**config.mk**
```make
export PLATFORM = sky130hd
export DESIGN_NAME = bit_addressable_append_buffer
export DESIGN_NICKNAME = d
export VERILOG_FILES = /design/src/sv/bab_pkg.sv /design/src/sv/bit_addressable_append_buffer.sv /design/src/sv/bab_queue.sv /design/src/sv/bab_front.sv /design/src/sv/bab_back.sv
export SDC_FILE = /design/constraint.sdc
export NUM_CORES = 2
export LEC_CHECK = 0
export ABC_AREA = 1
export CORE_ASPECT_RATIO = 2
export CORE_MARGIN = 1
export CORE_UTILIZATION = 28
export CTS_CLUSTER_DIAMETER = 30
export DETAILED_ROUTE_END_ITERATION = 7
export DONT_BUFFER_PORTS = 1
export PLACE_DENSITY = 0.38
export SLEW_MARGIN = 20
export SYNTH_ARGS = -nofsm -noshare
export SYNTH_HDL_FRONTEND = slang
export SYNTH_HIERARCHICAL = 1
export SYNTH_SLANG_ARGS = --single-unit
```
**constraint.sdc**
```tcl
create_clock -name clk -period 15.1 [get_ports clk]
set_input_delay 3.02 -clock clk [delete_from_list [all_inputs] [get_ports clk]]
set_output_delay 3.02 -clock clk [all_outputs]
set_load 0.03 [all_outputs]
```
**src/sv/bab_pkg.sv**
```systemverilog
// ---------------------------------------------------------------------------
// bab_pkg
// Types and constants shared by the bit addressable append buffer.
// ---------------------------------------------------------------------------
package bab_pkg;

	typedef enum logic [2:0] {
		CMD_APPEND_BIT  = 3'd0,
		CMD_APPEND_BYTE = 3'd1,
		CMD_SET_BIT     = 3'd2,
		CMD_SET_BYTE    = 3'd3,
		CMD_GET_BIT     = 3'd4,
		CMD_GET_BYTE    = 3'd5,
		CMD_CLEAR       = 3'd6
	} cmd_t;

	localparam logic CFG_IDX_LIMIT_ON = 1'b0;
	localparam logic CFG_IDX_CAPACITY = 1'b1;

	localparam logic [11:0] CAPACITY_RESET = 12'd2048;

	// 16-bit window over two adjacent store bytes, MSB first
	localparam logic [15:0] WIN_BYTE_MASK = 16'hFF00;
	localparam logic [15:0] WIN_BIT_MASK  = 16'h8000;

	typedef enum logic [1:0] {
		OP_NONE  = 2'd0,
		OP_WRITE = 2'd1,
		OP_READ  = 2'd2
	} op_kind_t;

	typedef enum logic [2:0] {
		BK_IDLE = 3'd0,
		BK_RD0  = 3'd1,
		BK_WR0  = 3'd2,
		BK_RD1  = 3'd3,
		BK_WR1  = 3'd4,
		BK_RESP = 3'd5
	} bk_state_t;

	typedef struct packed {
		logic [2:0]  cmd;
		logic [10:0] bit_position;
		logic        bit_value;
		logic [7:0]  byte_value;
	} in_item_t;

	typedef struct packed {
		logic        ok;
		logic [7:0]  read_data;
		logic [11:0] length_bits;
	} out_item_t;

	// classified command handed from front to back (store address travels beside it)
	typedef struct packed {
		op_kind_t    kind;
		logic        is_byte;
		logic        two_byte;
		logic [2:0]  offset;
		logic [15:0] wdata;
		logic [15:0] wmask;
		logic        ok;
		logic [11:0] length_bits;
	} op_ctrl_t;

endpackage

```
**src/sv/bit_addressable_append_buffer.sv**
```systemverilog
// ---------------------------------------------------------------------------
// bit_addressable_append_buffer
// Bit-granular append buffer over a byte store, MSB-first packing.
// ---------------------------------------------------------------------------
// Usage:
//   Commands arrive on in_valid/in_ready/in_data and each one produces exactly
//   one result on out_valid/out_ready/out_data, in order. A transfer happens
//   on a rising edge with valid and ready both high.
//   Configuration (limit enable, capacity in bits) is written through
//   cfg_we/cfg_index/cfg_wdata while no command is in flight.
//   The front checks length, capacity and range at acceptance and keeps the
//   bit length itself; a two-entry queue feeds the store sequencer.
//   Throughput is set by the single-port store sequencer, one command at a
//   time: clear and refused commands go straight to the result state, an
//   access within one store byte passes RD0 and WR0, and a byte that spans two store bytes also RD1 and WR1.
//   Reset clears the length to zero, the limit to off and capacity to 2048;
//   store contents are left undefined, with no clearing pass.
//   When the receiver stalls, the result holds in the output register, the
//   sequencer waits, and the queue takes up to two more commands.
// ---------------------------------------------------------------------------
module bit_addressable_append_buffer #(
	parameter int STORE_BYTES = 256
) (
	input  logic                clk,
	input  logic                arst_n,
	input  logic                in_valid,
	output logic                in_ready,
	input  bab_pkg::in_item_t   in_data,
	output logic                out_valid,
	input  logic                out_ready,
	output bab_pkg::out_item_t  out_data,
	input  logic                cfg_we,
	input  logic                cfg_index,
	input  logic [11:0]         cfg_wdata
);

	localparam int AW = $clog2(STORE_BYTES);
	localparam int QW = AW + $bits(bab_pkg::op_ctrl_t);

	// front to queue
	logic              push;
	logic [AW-1:0]     push_addr;
	bab_pkg::op_ctrl_t push_ctrl;
	logic              q_full;

	// queue to back
	logic [QW-1:0]     q_head;
	logic              q_empty;
	logic              pop;

	bab_front #(
		.STORE_BYTES (STORE_BYTES)
	) u_front (
		.clk       (clk),
		.arst_n    (arst_n),
		.in_valid  (in_valid),
		.in_ready  (in_ready),
		.in_data   (in_data),
		.cfg_we    (cfg_we),
		.cfg_index (cfg_index),
		.cfg_wdata (cfg_wdata),
		.q_full    (q_full),
		.push      (push),
		.push_addr (push_addr),
		.push_ctrl (push_ctrl)
	);

	// hold classified commands until the sequencer is free
	bab_queue #(
		.W (QW)
	) u_queue (
		.clk       (clk),
		.arst_n    (arst_n),
		.push      (push),
		.push_data ({push_addr, push_ctrl}),
		.full      (q_full),
		.pop       (pop),
		.head      (q_head),
		.empty     (q_empty)
	);

	bab_back #(
		.STORE_BYTES (STORE_BYTES)
	) u_back (
		.clk       (clk),
		.arst_n    (arst_n),
		.q_empty   (q_empty),
		.head_addr (q_head[QW-1 -: AW]),
		.head_ctrl (bab_pkg::op_ctrl_t'(q_head[QW-AW-1:0])),
		.pop       (pop),
		.out_valid (out_valid),
		.out_ready (out_ready),
		.out_data  (out_data)
	);

endmodule

```
**src/sv/bab_queue.sv**
```systemverilog
// ---------------------------------------------------------------------------
// bab_queue
// Two-entry queue between the command front and the store sequencer.
// ---------------------------------------------------------------------------
module bab_queue #(
	parameter int W = 8
) (
	input  logic         clk,
	input  logic         arst_n,
	input  logic         push,
	input  logic [W-1:0] push_data,
	output logic         full,
	input  logic         pop,
	output logic [W-1:0] head,
	output logic         empty
);

	logic [W-1:0] entry_q [2];
	logic         wr_ptr_q;
	logic         rd_ptr_q;
	logic [1:0]   count_q;

	assign full  = (count_q == 2'd2);
	assign empty = (count_q == 2'd0);
	assign head  = entry_q[rd_ptr_q];

	always_ff @(posedge clk or negedge arst_n) begin
		if (!arst_n) begin
			wr_ptr_q <= 1'b0;
			rd_ptr_q <= 1'b0;
			count_q  <= 2'd0;
		end else begin
			if (push) begin
				wr_ptr_q <= ~wr_ptr_q;
			end
			if (pop) begin
				rd_ptr_q <= ~rd_ptr_q;
			end
			if (push && !pop) begin
				count_q <= count_q + 2'd1;
			end else if (pop && !push) begin
				count_q <= count_q - 2'd1;
			end
		end
	end

	always_ff @(posedge clk) begin
		if (push) begin
			entry_q[wr_ptr_q] <= push_data;
		end
	end

endmodule

```
**src/sv/bab_front.sv**
```systemverilog
// ---------------------------------------------------------------------------
// bab_front
// Accepts commands, keeps the bit length and limits, and classifies each
// command into a store operation with its final status.
// ---------------------------------------------------------------------------
module bab_front #(
	parameter int STORE_BYTES = 256,
	localparam int AW = $clog2(STORE_BYTES)
) (
	input  logic                clk,
	input  logic                arst_n,
	input  logic                in_valid,
	output logic                in_ready,
	input  bab_pkg::in_item_t   in_data,
	input  logic                cfg_we,
	input  logic                cfg_index,
	input  logic [11:0]         cfg_wdata,
	input  logic                q_full,
	output logic                push,
	output logic [AW-1:0]       push_addr,
	output bab_pkg::op_ctrl_t   push_ctrl
);

	localparam int STORE_BITS = STORE_BYTES * 8;
	localparam int LEN_W      = $clog2(STORE_BITS + 1);
	localparam int PW         = (LEN_W > 11) ? LEN_W : 11;
	localparam int CW         = ((PW > 12) ? PW : 12) + 1;

	logic [LEN_W-1:0] len_q;
	logic [LEN_W-1:0] len_next;
	logic             limit_on_q;
	logic [11:0]      capacity_q;

	logic [CW-1:0] len_c, pos_c, cap_c, grow1_c, grow8_c;
	logic          fits1, fits8, bit_in_range, byte_in_range;
	logic [PW-1:0] where;
	logic          use_len;
	logic [2:0]    offset;
	logic [15:0]   byte_win, bit_win, byte_msk, bit_msk;

	assign in_ready = !q_full;
	assign push     = in_valid && !q_full;

	assign len_c   = CW'(len_q);
	assign pos_c   = CW'(in_data.bit_position);
	assign cap_c   = CW'(capacity_q);
	assign grow1_c = len_c + CW'(1);
	assign grow8_c = len_c + CW'(8);

	assign fits1 = (grow1_c <= CW'(STORE_BITS)) && !(limit_on_q && (grow1_c > cap_c));
	assign fits8 = (grow8_c <= CW'(STORE_BITS)) && !(limit_on_q && (grow8_c > cap_c));
	assign bit_in_range  = pos_c < len_c;
	assign byte_in_range = (pos_c + CW'(8)) <= len_c;

	assign use_len = (in_data.cmd == bab_pkg::CMD_APPEND_BIT) ||
	                 (in_data.cmd == bab_pkg::CMD_APPEND_BYTE);
	assign where   = use_len ? PW'(len_q) : PW'(in_data.bit_position);
	assign offset  = where[2:0];
	assign push_addr = where[AW+2:3];

	assign byte_win = {in_data.byte_value, 8'h00} >> offset;
	assign bit_win  = {in_data.bit_value, 15'h0000} >> offset;
	assign byte_msk = bab_pkg::WIN_BYTE_MASK >> offset;
	assign bit_msk  = bab_pkg::WIN_BIT_MASK >> offset;

	always_comb begin
		push_ctrl.kind     = bab_pkg::OP_NONE;
		push_ctrl.is_byte  = 1'b0;
		push_ctrl.offset   = offset;
		push_ctrl.wdata    = bit_win;
		push_ctrl.wmask    = bit_msk;
		push_ctrl.ok       = 1'b0;
		len_next           = len_q;
		case (in_data.cmd)
			bab_pkg::CMD_APPEND_BIT: begin
				if (fits1) begin
					push_ctrl.kind = bab_pkg::OP_WRITE;
					push_ctrl.ok   = 1'b1;
					len_next       = grow1_c[LEN_W-1:0];
				end
			end
			bab_pkg::CMD_APPEND_BYTE: begin
				push_ctrl.is_byte = 1'b1;
				if (fits8) begin
					push_ctrl.kind = bab_pkg::OP_WRITE;
					push_ctrl.ok   = 1'b1;
					len_next       = grow8_c[LEN_W-1:0];
				end
			end
			bab_pkg::CMD_SET_BIT: begin
				if (bit_in_range) begin
					push_ctrl.kind = bab_pkg::OP_WRITE;
					push_ctrl.ok   = 1'b1;
				end
			end
			bab_pkg::CMD_SET_BYTE: begin
				push_ctrl.is_byte = 1'b1;
				if (byte_in_range) begin
					push_ctrl.kind = bab_pkg::OP_WRITE;
					push_ctrl.ok   = 1'b1;
				end
			end
			bab_pkg::CMD_GET_BIT: begin
				if (bit_in_range) begin
					push_ctrl.kind = bab_pkg::OP_READ;
					push_ctrl.ok   = 1'b1;
				end
			end
			bab_pkg::CMD_GET_BYTE: begin
				push_ctrl.is_byte = 1'b1;
				if (byte_in_range) begin
					push_ctrl.kind = bab_pkg::OP_READ;
					push_ctrl.ok   = 1'b1;
				end
			end
			bab_pkg::CMD_CLEAR: begin
				push_ctrl.ok = 1'b1;
				len_next     = '0;
			end
			default: begin
			end
		endcase
		if (push_ctrl.is_byte) begin
			push_ctrl.wdata = byte_win;
			push_ctrl.wmask = byte_msk;
		end
		push_ctrl.two_byte    = (push_ctrl.wmask[7:0] != 8'h00);
		push_ctrl.length_bits = 12'(len_next);
	end

	always_ff @(posedge clk or negedge arst_n) begin
		if (!arst_n) begin
			len_q      <= '0;
			limit_on_q <= 1'b0;
			capacity_q <= bab_pkg::CAPACITY_RESET;
		end else begin
			if (push) begin
				len_q <= len_next;
			end
			if (cfg_we) begin
				case (cfg_index)
					bab_pkg::CFG_IDX_LIMIT_ON: limit_on_q <= cfg_wdata[0];
					bab_pkg::CFG_IDX_CAPACITY: capacity_q <= cfg_wdata;
					default: begin
					end
				endcase
			end
		end
	end

endmodule

```
**src/sv/bab_back.sv**
```systemverilog
// ---------------------------------------------------------------------------
// bab_back
// Store sequencer: read-modify-write, or just read, of one or two store
// bytes over a single-port memory, then the result into the output register.
// ---------------------------------------------------------------------------
module bab_back #(
	parameter int STORE_BYTES = 256,
	localparam int AW = $clog2(STORE_BYTES)
) (
	input  logic                clk,
	input  logic                arst_n,
	input  logic                q_empty,
	input  logic [AW-1:0]       head_addr,
	input  bab_pkg::op_ctrl_t   head_ctrl,
	output logic                pop,
	output logic                out_valid,
	input  logic                out_ready,
	output bab_pkg::out_item_t  out_data
);

	logic [7:0] mem [STORE_BYTES];

	bab_pkg::bk_state_t state_q, state_next;
	bab_pkg::op_ctrl_t  op_q;
	logic [AW-1:0]      addr_q;
	logic [7:0]         rdata_q;
	logic [7:0]         rd_hi_q;
	logic [7:0]         rd_lo_q;
	bab_pkg::out_item_t out_q;
	logic               out_valid_q;

	logic        mem_re, mem_we, out_load, is_write;
	logic [AW-1:0] mem_addr;
	logic [7:0]  mem_wdata;
	logic [15:0] window;
	bab_pkg::out_item_t result;

	assign is_write = (op_q.kind == bab_pkg::OP_WRITE);

	always_comb begin
		state_next = state_q;
		case (state_q)
			bab_pkg::BK_IDLE: begin
				if (!q_empty) begin
					state_next = (head_ctrl.kind == bab_pkg::OP_NONE) ?
					             bab_pkg::BK_RESP : bab_pkg::BK_RD0;
				end
			end
			bab_pkg::BK_RD0: state_next = bab_pkg::BK_WR0;
			bab_pkg::BK_WR0: state_next = op_q.two_byte ? bab_pkg::BK_RD1 : bab_pkg::BK_RESP;
			bab_pkg::BK_RD1: state_next = bab_pkg::BK_WR1;
			bab_pkg::BK_WR1: state_next = bab_pkg::BK_RESP;
			bab_pkg::BK_RESP: begin
				if (out_load) begin
					state_next = bab_pkg::BK_IDLE;
				end
			end
			default: state_next = bab_pkg::BK_IDLE;
		endcase
	end

	always_comb begin
		pop       = 1'b0;
		mem_re    = 1'b0;
		mem_we    = 1'b0;
		mem_addr  = addr_q;
		mem_wdata = (rdata_q & ~op_q.wmask[15:8]) | (op_q.wdata[15:8] & op_q.wmask[15:8]);
		out_load  = 1'b0;
		case (state_q)
			bab_pkg::BK_IDLE: pop = !q_empty;
			bab_pkg::BK_RD0:  mem_re = 1'b1;
			bab_pkg::BK_WR0:  mem_we = is_write;
			bab_pkg::BK_RD1: begin
				mem_re   = 1'b1;
				mem_addr = addr_q + AW'(1);
			end
			bab_pkg::BK_WR1: begin
				mem_we    = is_write;
				mem_addr  = addr_q + AW'(1);
				mem_wdata = (rdata_q & ~op_q.wmask[7:0]) | (op_q.wdata[7:0] & op_q.wmask[7:0]);
			end
			bab_pkg::BK_RESP: out_load = !out_valid_q || out_ready;
			default: begin
			end
		endcase
	end

	// align the addressed bit or byte to the top of the window
	assign window = {rd_hi_q, rd_lo_q} << op_q.offset;

	always_comb begin
		result.ok          = op_q.ok;
		result.length_bits = op_q.length_bits;
		result.read_data   = 8'h00;
		if (op_q.kind == bab_pkg::OP_READ) begin
			result.read_data = op_q.is_byte ? window[15:8] : {7'h00, window[15]};
		end
	end

	always_ff @(posedge clk) begin
		if (mem_we) begin
			mem[mem_addr] <= mem_wdata;
		end
		if (mem_re) begin
			rdata_q <= mem[mem_addr];
		end
	end

	always_ff @(posedge clk) begin
		if (pop) begin
			op_q   <= head_ctrl;
			addr_q <= head_addr;
		end
		if (state_q == bab_pkg::BK_WR0) begin
			rd_hi_q <= rdata_q;
		end
		if (state_q == bab_pkg::BK_WR1) begin
			rd_lo_q <= rdata_q;
		end
		if (out_load) begin
			out_q <= result;
		end
	end

	always_ff @(posedge clk or negedge arst_n) begin
		if (!arst_n) begin
			state_q     <= bab_pkg::BK_IDLE;
			out_valid_q <= 1'b0;
		end else begin
			state_q <= state_next;
			if (out_load) begin
				out_valid_q <= 1'b1;
			end else if (out_ready) begin
				out_valid_q <= 1'b0;
			end
		end
	end

	assign out_valid = out_valid_q;
	assign out_data  = out_q;

endmodule

```
; ---- Word-level counts from Yosys, hierarchy flattened
; Memory sizes are Yosys's and may differ from the RTL's. A register that Yosys moved wholly into a read port is not among the register bits.
; Cells that the tools add are included.
; Widths: inputs -> output; s select.
[totals]
reg_bits = 130
mem_bits_rw = 2168
wordCells = 140
memories = 2
[op_classes]
addsub = 6
n_lt_le_gt_ge = 6
eq_ne = 16
shift = 5
mux = 38
bitwise = 11
reduce_logical = 33
[memory_table]
columns = name, words, width, rd, rd_ports_with_merged_regs, write_ports, line_no
row1 = u_back.mem, 256, 8, 1, 1, 1, bab_back.sv:21  ; logic [7:0] mem [STORE_BYTES];
row2 = u_queue.entry_q, 2, 60, 1, 0, 1, bab_queue.sv:18  ; logic [W-1:0] entry_q [2];
[ops]
columns = cell, n
row1 = $pmux 12 s3, 1
row2 = $and 8x8->8, 4
row3 = $mux 32, 1
row4 = $shr 16x3->16, 2
row5 = $shr 16x3->16 const A, 2
row6 = $gt 13x12->1, 2
row7 = $le 13x12->1 const B, 2
row8 = $mux 12, 2
row9 = $mux 1, 20
row10 = $pmux 3 s6, 1
row11 = $mux 8, 2
row12 = $not 8->8, 2
row13 = $or 8x8->8, 2
row14 = $shl 16x3->16, 1
row15 = $eq 3x3->1 const B, 5
row16 = $add 12x1->13 const B, 1
row17 = $add 12x4->13 const B, 1
row18 = $add 11x4->12 const B, 1
row19 = $eq 3x2->1 const B, 4
row20 = $le 12x12->1, 1
row21 = $lt 11x12->1, 1
row22 = $mux 3, 4
row23 = $pmux 2 s6, 1
row24 = $mux 11, 1
row25 = 21 further kinds, 51

; ---- Longest topological paths before layout
[logic_depth]
depth_word = 7
depth_mapped = 24
depth_no_buf = 24

; ---- By module
; The synthesis kept the hierarchy.
[by_module_without_submodules]
columns = mod, instances, cells_per_inst, area_each_um2
row1 = bab_back, 1, 8661, 90429.2
row2 = bab_queue, 1, 212, 4838.4
row3 = bab_front, 1, 679, 4088.9

; ---- Worst setup path after synthesis
; Ideal clock, no wire load.
[synth_path]
path_kind = register to register
start = register u_back.state_q[0]
end = memory u_back.mem[0][5], data pin
setup_time_ns = 2.187
arrival_ns = 10.996
setup_slack_ns = 1.917
stages_incl_launch_ff = 7
period_less_slack_ns = 13.183
path_cell_list = dfrtp_1 > buf_6 > nor2_4 > nand2_2 > buf_4 > clkbuf_1 > o21ai_0
[synth_via]
elab_chain_len = 2
[synth_rtl]
columns = item, line_no
row1 = "start, declared", bab_back.sv:23  ; bab_pkg::bk_state_t state_q, state_next;
row2 = "start signal, assigned", bab_back.sv:127  ; state_q <= bab_pkg::BK_IDLE;
row3 = "start signal, assigned", bab_back.sv:130  ; state_q <= state_next;
row4 = $eq 3x3->1, bab_back.sv:69  ; case (state_q)
row5 = $mux 8, bab_back.sv:69
row6 = net u_back.mem_wdata[5], bab_back.sv:34  ; logic [7:0] mem_wdata;
row7 = "end, declared", bab_back.sv:21
; The timed path passes the listed nets, and every way through them passes these cells.

; ---- Worst setup path after layout
[layout_path]
start = register u_back.state_q[0]
end = register u_back.rdata_q[1], read port of u_back.mem, data pin
[layout_via]
elab_chain_len = 3
[layout_rtl]
columns = item, line_no
row1 = $eq 3x2->1 (tied with other cells), bab_back.sv:69
row2 = $reduce_or 2->1 (no source line), n/a
row3 = $mux 8 or $mux 1 (tied branches), n/a
row4 = "end, declared", bab_back.sv:26  ; logic [7:0] rdata_q;
; Several ways; a longest one is shown, not always the timed one.
; A chain may end at the register's enable or synchronous reset.

==> flow_summary.ini <==
[clock_tree]
h-tree-depth = 5
post_cts_buffers = 0
cts_buffers = 373
cts_hold_buf = 0
cts_tree = done
cts_root_buffer = clkbuf_16
cts_buffer_depth = 4
clock_latency_ns = 0.93
cts_sinks = 2305
clkTransAtPathRegs_ns = 0.06
cts_resized = 0

[power]
seq_power_share = 0.312
pwr-share-comb = 0.387
power_density_nw_per_um2 = 245
p_switching_mw = 12.3
sw_frac_of_total = 0.429
vdd_drop_max_mv = 0.236
clock_power_share = 0.301
leakage_nw = 46.7
p_int_mw = 16.4

[synth]
synth.area.top_cells = edfxtp_1 (69%), nand2_1 (19%), nand3_1 (2.6%), nor2_1 (1.6%), buf_2 (0.98%)
yosysMostFrequentCell = nand2_1
yosys_warnings = 6
synth_top_area_cell = edfxtp_1
synth_common_cells = nand2_1 (5,155), edfxtp_1 (2,272), nand3_1 (514), nor2_1 (417), clkbuf_1 (245)
ys_seq_area_frac = 0.695
avgSynthCellArea_um2 = 10.4
synth_edf_count = 2272
postSynthCellCount = 9552
synth_area_um2 = 99400
yosys_most_used_dff = edfxtp_1
synth.distinct_cells = 56
async_reset_ff_frac = 0.0143
synth_seq_cells = 2305
synth_top_area_frac = 0.687

[timing]
post-route-min-period_ns = 6.73
drv_slew = 0
hold_viol_final = 0
slew_headroom = 0.190
fmax_mhz = 149
clock_skew_ns = 0.0615
hold_ws_ns = 0.430
setup_violations = 0
setup_ws_ns = 8.37
rsz0062_at_grt = no
tightest_slew_ns = 1.21
min_period_over_period = 0.446
finalSetupTns_ns = 0

[placement]
dpl_worst_slack_ns = 8.33
gp_congestion = 0.832
port_buffers = 0
hpwl_mm = 211

[global_route]
grt_max_degree = 170
grt_use_total = 0.192
grt_remaining_overflow = 0
antenna_found_initial = 13
grt_pass1_wl_mm = 500
grt_pass1_vias = 70600

[worst_setup_path]
worstSetupPathType = register to register
startpoint_type = register
endpoint_kind = register
worstPathArrival_ns = 7.50
worstPathMaxFanout = 168
critPathRequiredTime_ns = 15.87

[route]
via_per_inst = 4.63
firstDrtPassIters = 5
num_vias = 67100
ant_nets = 0
drc_errors = 0
wl_per_cell_um = 24.0
wirelength_mm = 349
drtIter0Drc = 4067

[floorplan]
die_h_um = 844
rows = 309
start_util = 0.281
dieArea_um2 = 357000
num_io_pins = 64
core_um2 = 353000
die_w_um = 423

[layout]
fillerInstances = 36200
drive_above_1_share = 0.0907
nets = 9627
synthToLayoutAreaGrowth_pct = 17.5
fin_util = 0.330

[outcome]
status = finished, final reports clean

[worst_hold_path]
hold_path.class = register to register

[job]
cap_violations = 0
path summary, 6_finish.rpt:
path | startpoint | endpoint | slack [ns] | cells past startpoint
worst min-delay path | u_back/op_q[3]$_DFFE_PP_ | u_back/out_data[3]$_DFFE_PP_ | 0.43 | 0
worst max-delay path | u_back/state_q[0]$_DFFE_PN0P_ | u_back/rdata_q[1]$_DFFE_PP_ | 8.37 | 22
worst max register to register | u_back/state_q[0]$_DFFE_PN0P_ | u_back/rdata_q[1]$_DFFE_PP_ | 8.37 | 22
max in group asynchronous | arst_n | u_front/capacity_q[11]$_DFFE_PN1P_ | 13.08 | 0
worst min register to register | u_back/op_q[3]$_DFFE_PP_ | u_back/out_data[3]$_DFFE_PP_ | 0.43 | 0
min in group asynchronous | arst_n | u_front/len_q[10]$_DFFE_PN0P_ | 1.80 | 0
metal layers:
layer / wire length (um) / vias up / track usage
met4: 17000 / 0 / 0.0881
met3: 10600 / 585 / 0.0197
met2: 193000 / 1380 / 0.374
li1: - / 31700 / -
met1: 128000 / 33500 / 0.203
met5: 0 / - / 0
area by class of cell:
class / instances / area, um^2 / area share
Sequential cell: 2305 / 69100 / 0.591
Multi-Input combinational cell: 6590 / 27700 / 0.237
Clock buffer: 414 / 9740 / 0.0834
Tap cell: 4665 / 5840 / 0.0500
Clock inverter: 274 / 2830 / 0.0243
Timing Repair Buffer: 113 / 1030 / 0.00880
Inverter: 152 / 581 / 0.00497
Antenna cell: 2 / 5.00 / 0.0000429
metrics by stage:
step | cells | power, mW | cell area, um^2
4_1_cts | 14500 | 29.2 | 117000
3_5_place_dp | 13800 | 20.5 | 104000
6_report | 14500 | 28.6 | 117000
3_3_place_gp | 13800 | 20.5 | 104000
5_1_grt | 14500 | 30.2 | 117000
2_1_floorplan | 9553 | 16.4 | 99400
power groups by stage:
stage          Clock, mW  Sequential (mW)  Combinational (mW)
2_1_floorplan          0             9.96                6.41
3_3_place_gp           0             9.05                11.5
3_5_place_dp           0             9.05                11.4
4_1_cts             8.82             8.93                11.4
5_1_grt             9.03             8.94                12.2
6_report            8.63             8.92                11.1
sequential cells by signal, indices dropped and copies added, names as in the netlist:
name,flops
u_back/rdata_q,8
u_back/rd_lo_q,7
u_back/mem,2048
u_back/rd_hi_q,8
u_front/len_q,12
u_back/addr_q,8
u_back/state_q,3
u_queue/rd_ptr_q,1
u_back/out_valid,1
u_back/out_data,21
u_queue/wr_ptr_q,1
u_queue/count_q,2
u_front/capacity_q,12
u_queue/entry_q,120
u_back/op_q,52
u_front/limit_on_q,1
logic make-up (layout without fill, tap and decap cells):
family                     count (synthesis)  count (layout)  share of synthesized area
and+or+nand+nor                         6170            6170                      0.243
AOI/OAI and AO/OA                        285             285                     0.0149
adders and majority gates                 51              51                    0.00642
muxes                                     64              64                    0.00943
buffers and inverters                    658             953                     0.0295
other                                      1               4                  0.0000377
DFF                                     2305            2305                      0.695
xor gates and xnor gates                  18              18                    0.00166
worst max-delay path, cell delays in order, from the launching register on:
cell and delay [ns]:
dfrtp_1 0.49, nor2_4 0.18, nand2_2 0.46, nand2_4 0.33, nand2_2 0.09, buf_4 0.28, nand2_4 0.49, buf_12 0.47
buf_4 0.72, buf_4 0.76, buf_4 0.53, nand2_1 0.09, nand2_1 0.08, nand2_1 0.05, nand2_1 0.11, nand2_1 0.05
nand2_1 0.11, o21ai_1 0.19, nand2_1 0.13, nor2_1 0.05, nor2_1 0.09, nor2_1 0.08, nand2_1 0.07
cells in the final DEF (no fill, tap or decap), drive strengths merged:
master       n
o211ai       3
edfxtp    2272
a21boi       1
mux2i        4
a31oi        3
and2         2
a21oi       49
xor2        14
a211oi       2
nand3      525
mux2        60
o21bai       2
dfrtp       32
bufinv      37
o31ai        1
buf        113
nor4         2
inv        209
xnor2        4
clkbuf     414
conb         2
nand3b       1
diode        2
nand2     5171
nand4       14
nor3        19
a21o         1
o21ai      220
dfstp        1
nor3b        1
o22ai        1
nor2       430
o311ai       1
clkinvlp    48
clkinv     132
ha          51
o21a         1
or2          5
No activity file was read; power rests on OpenSTA's default activity.
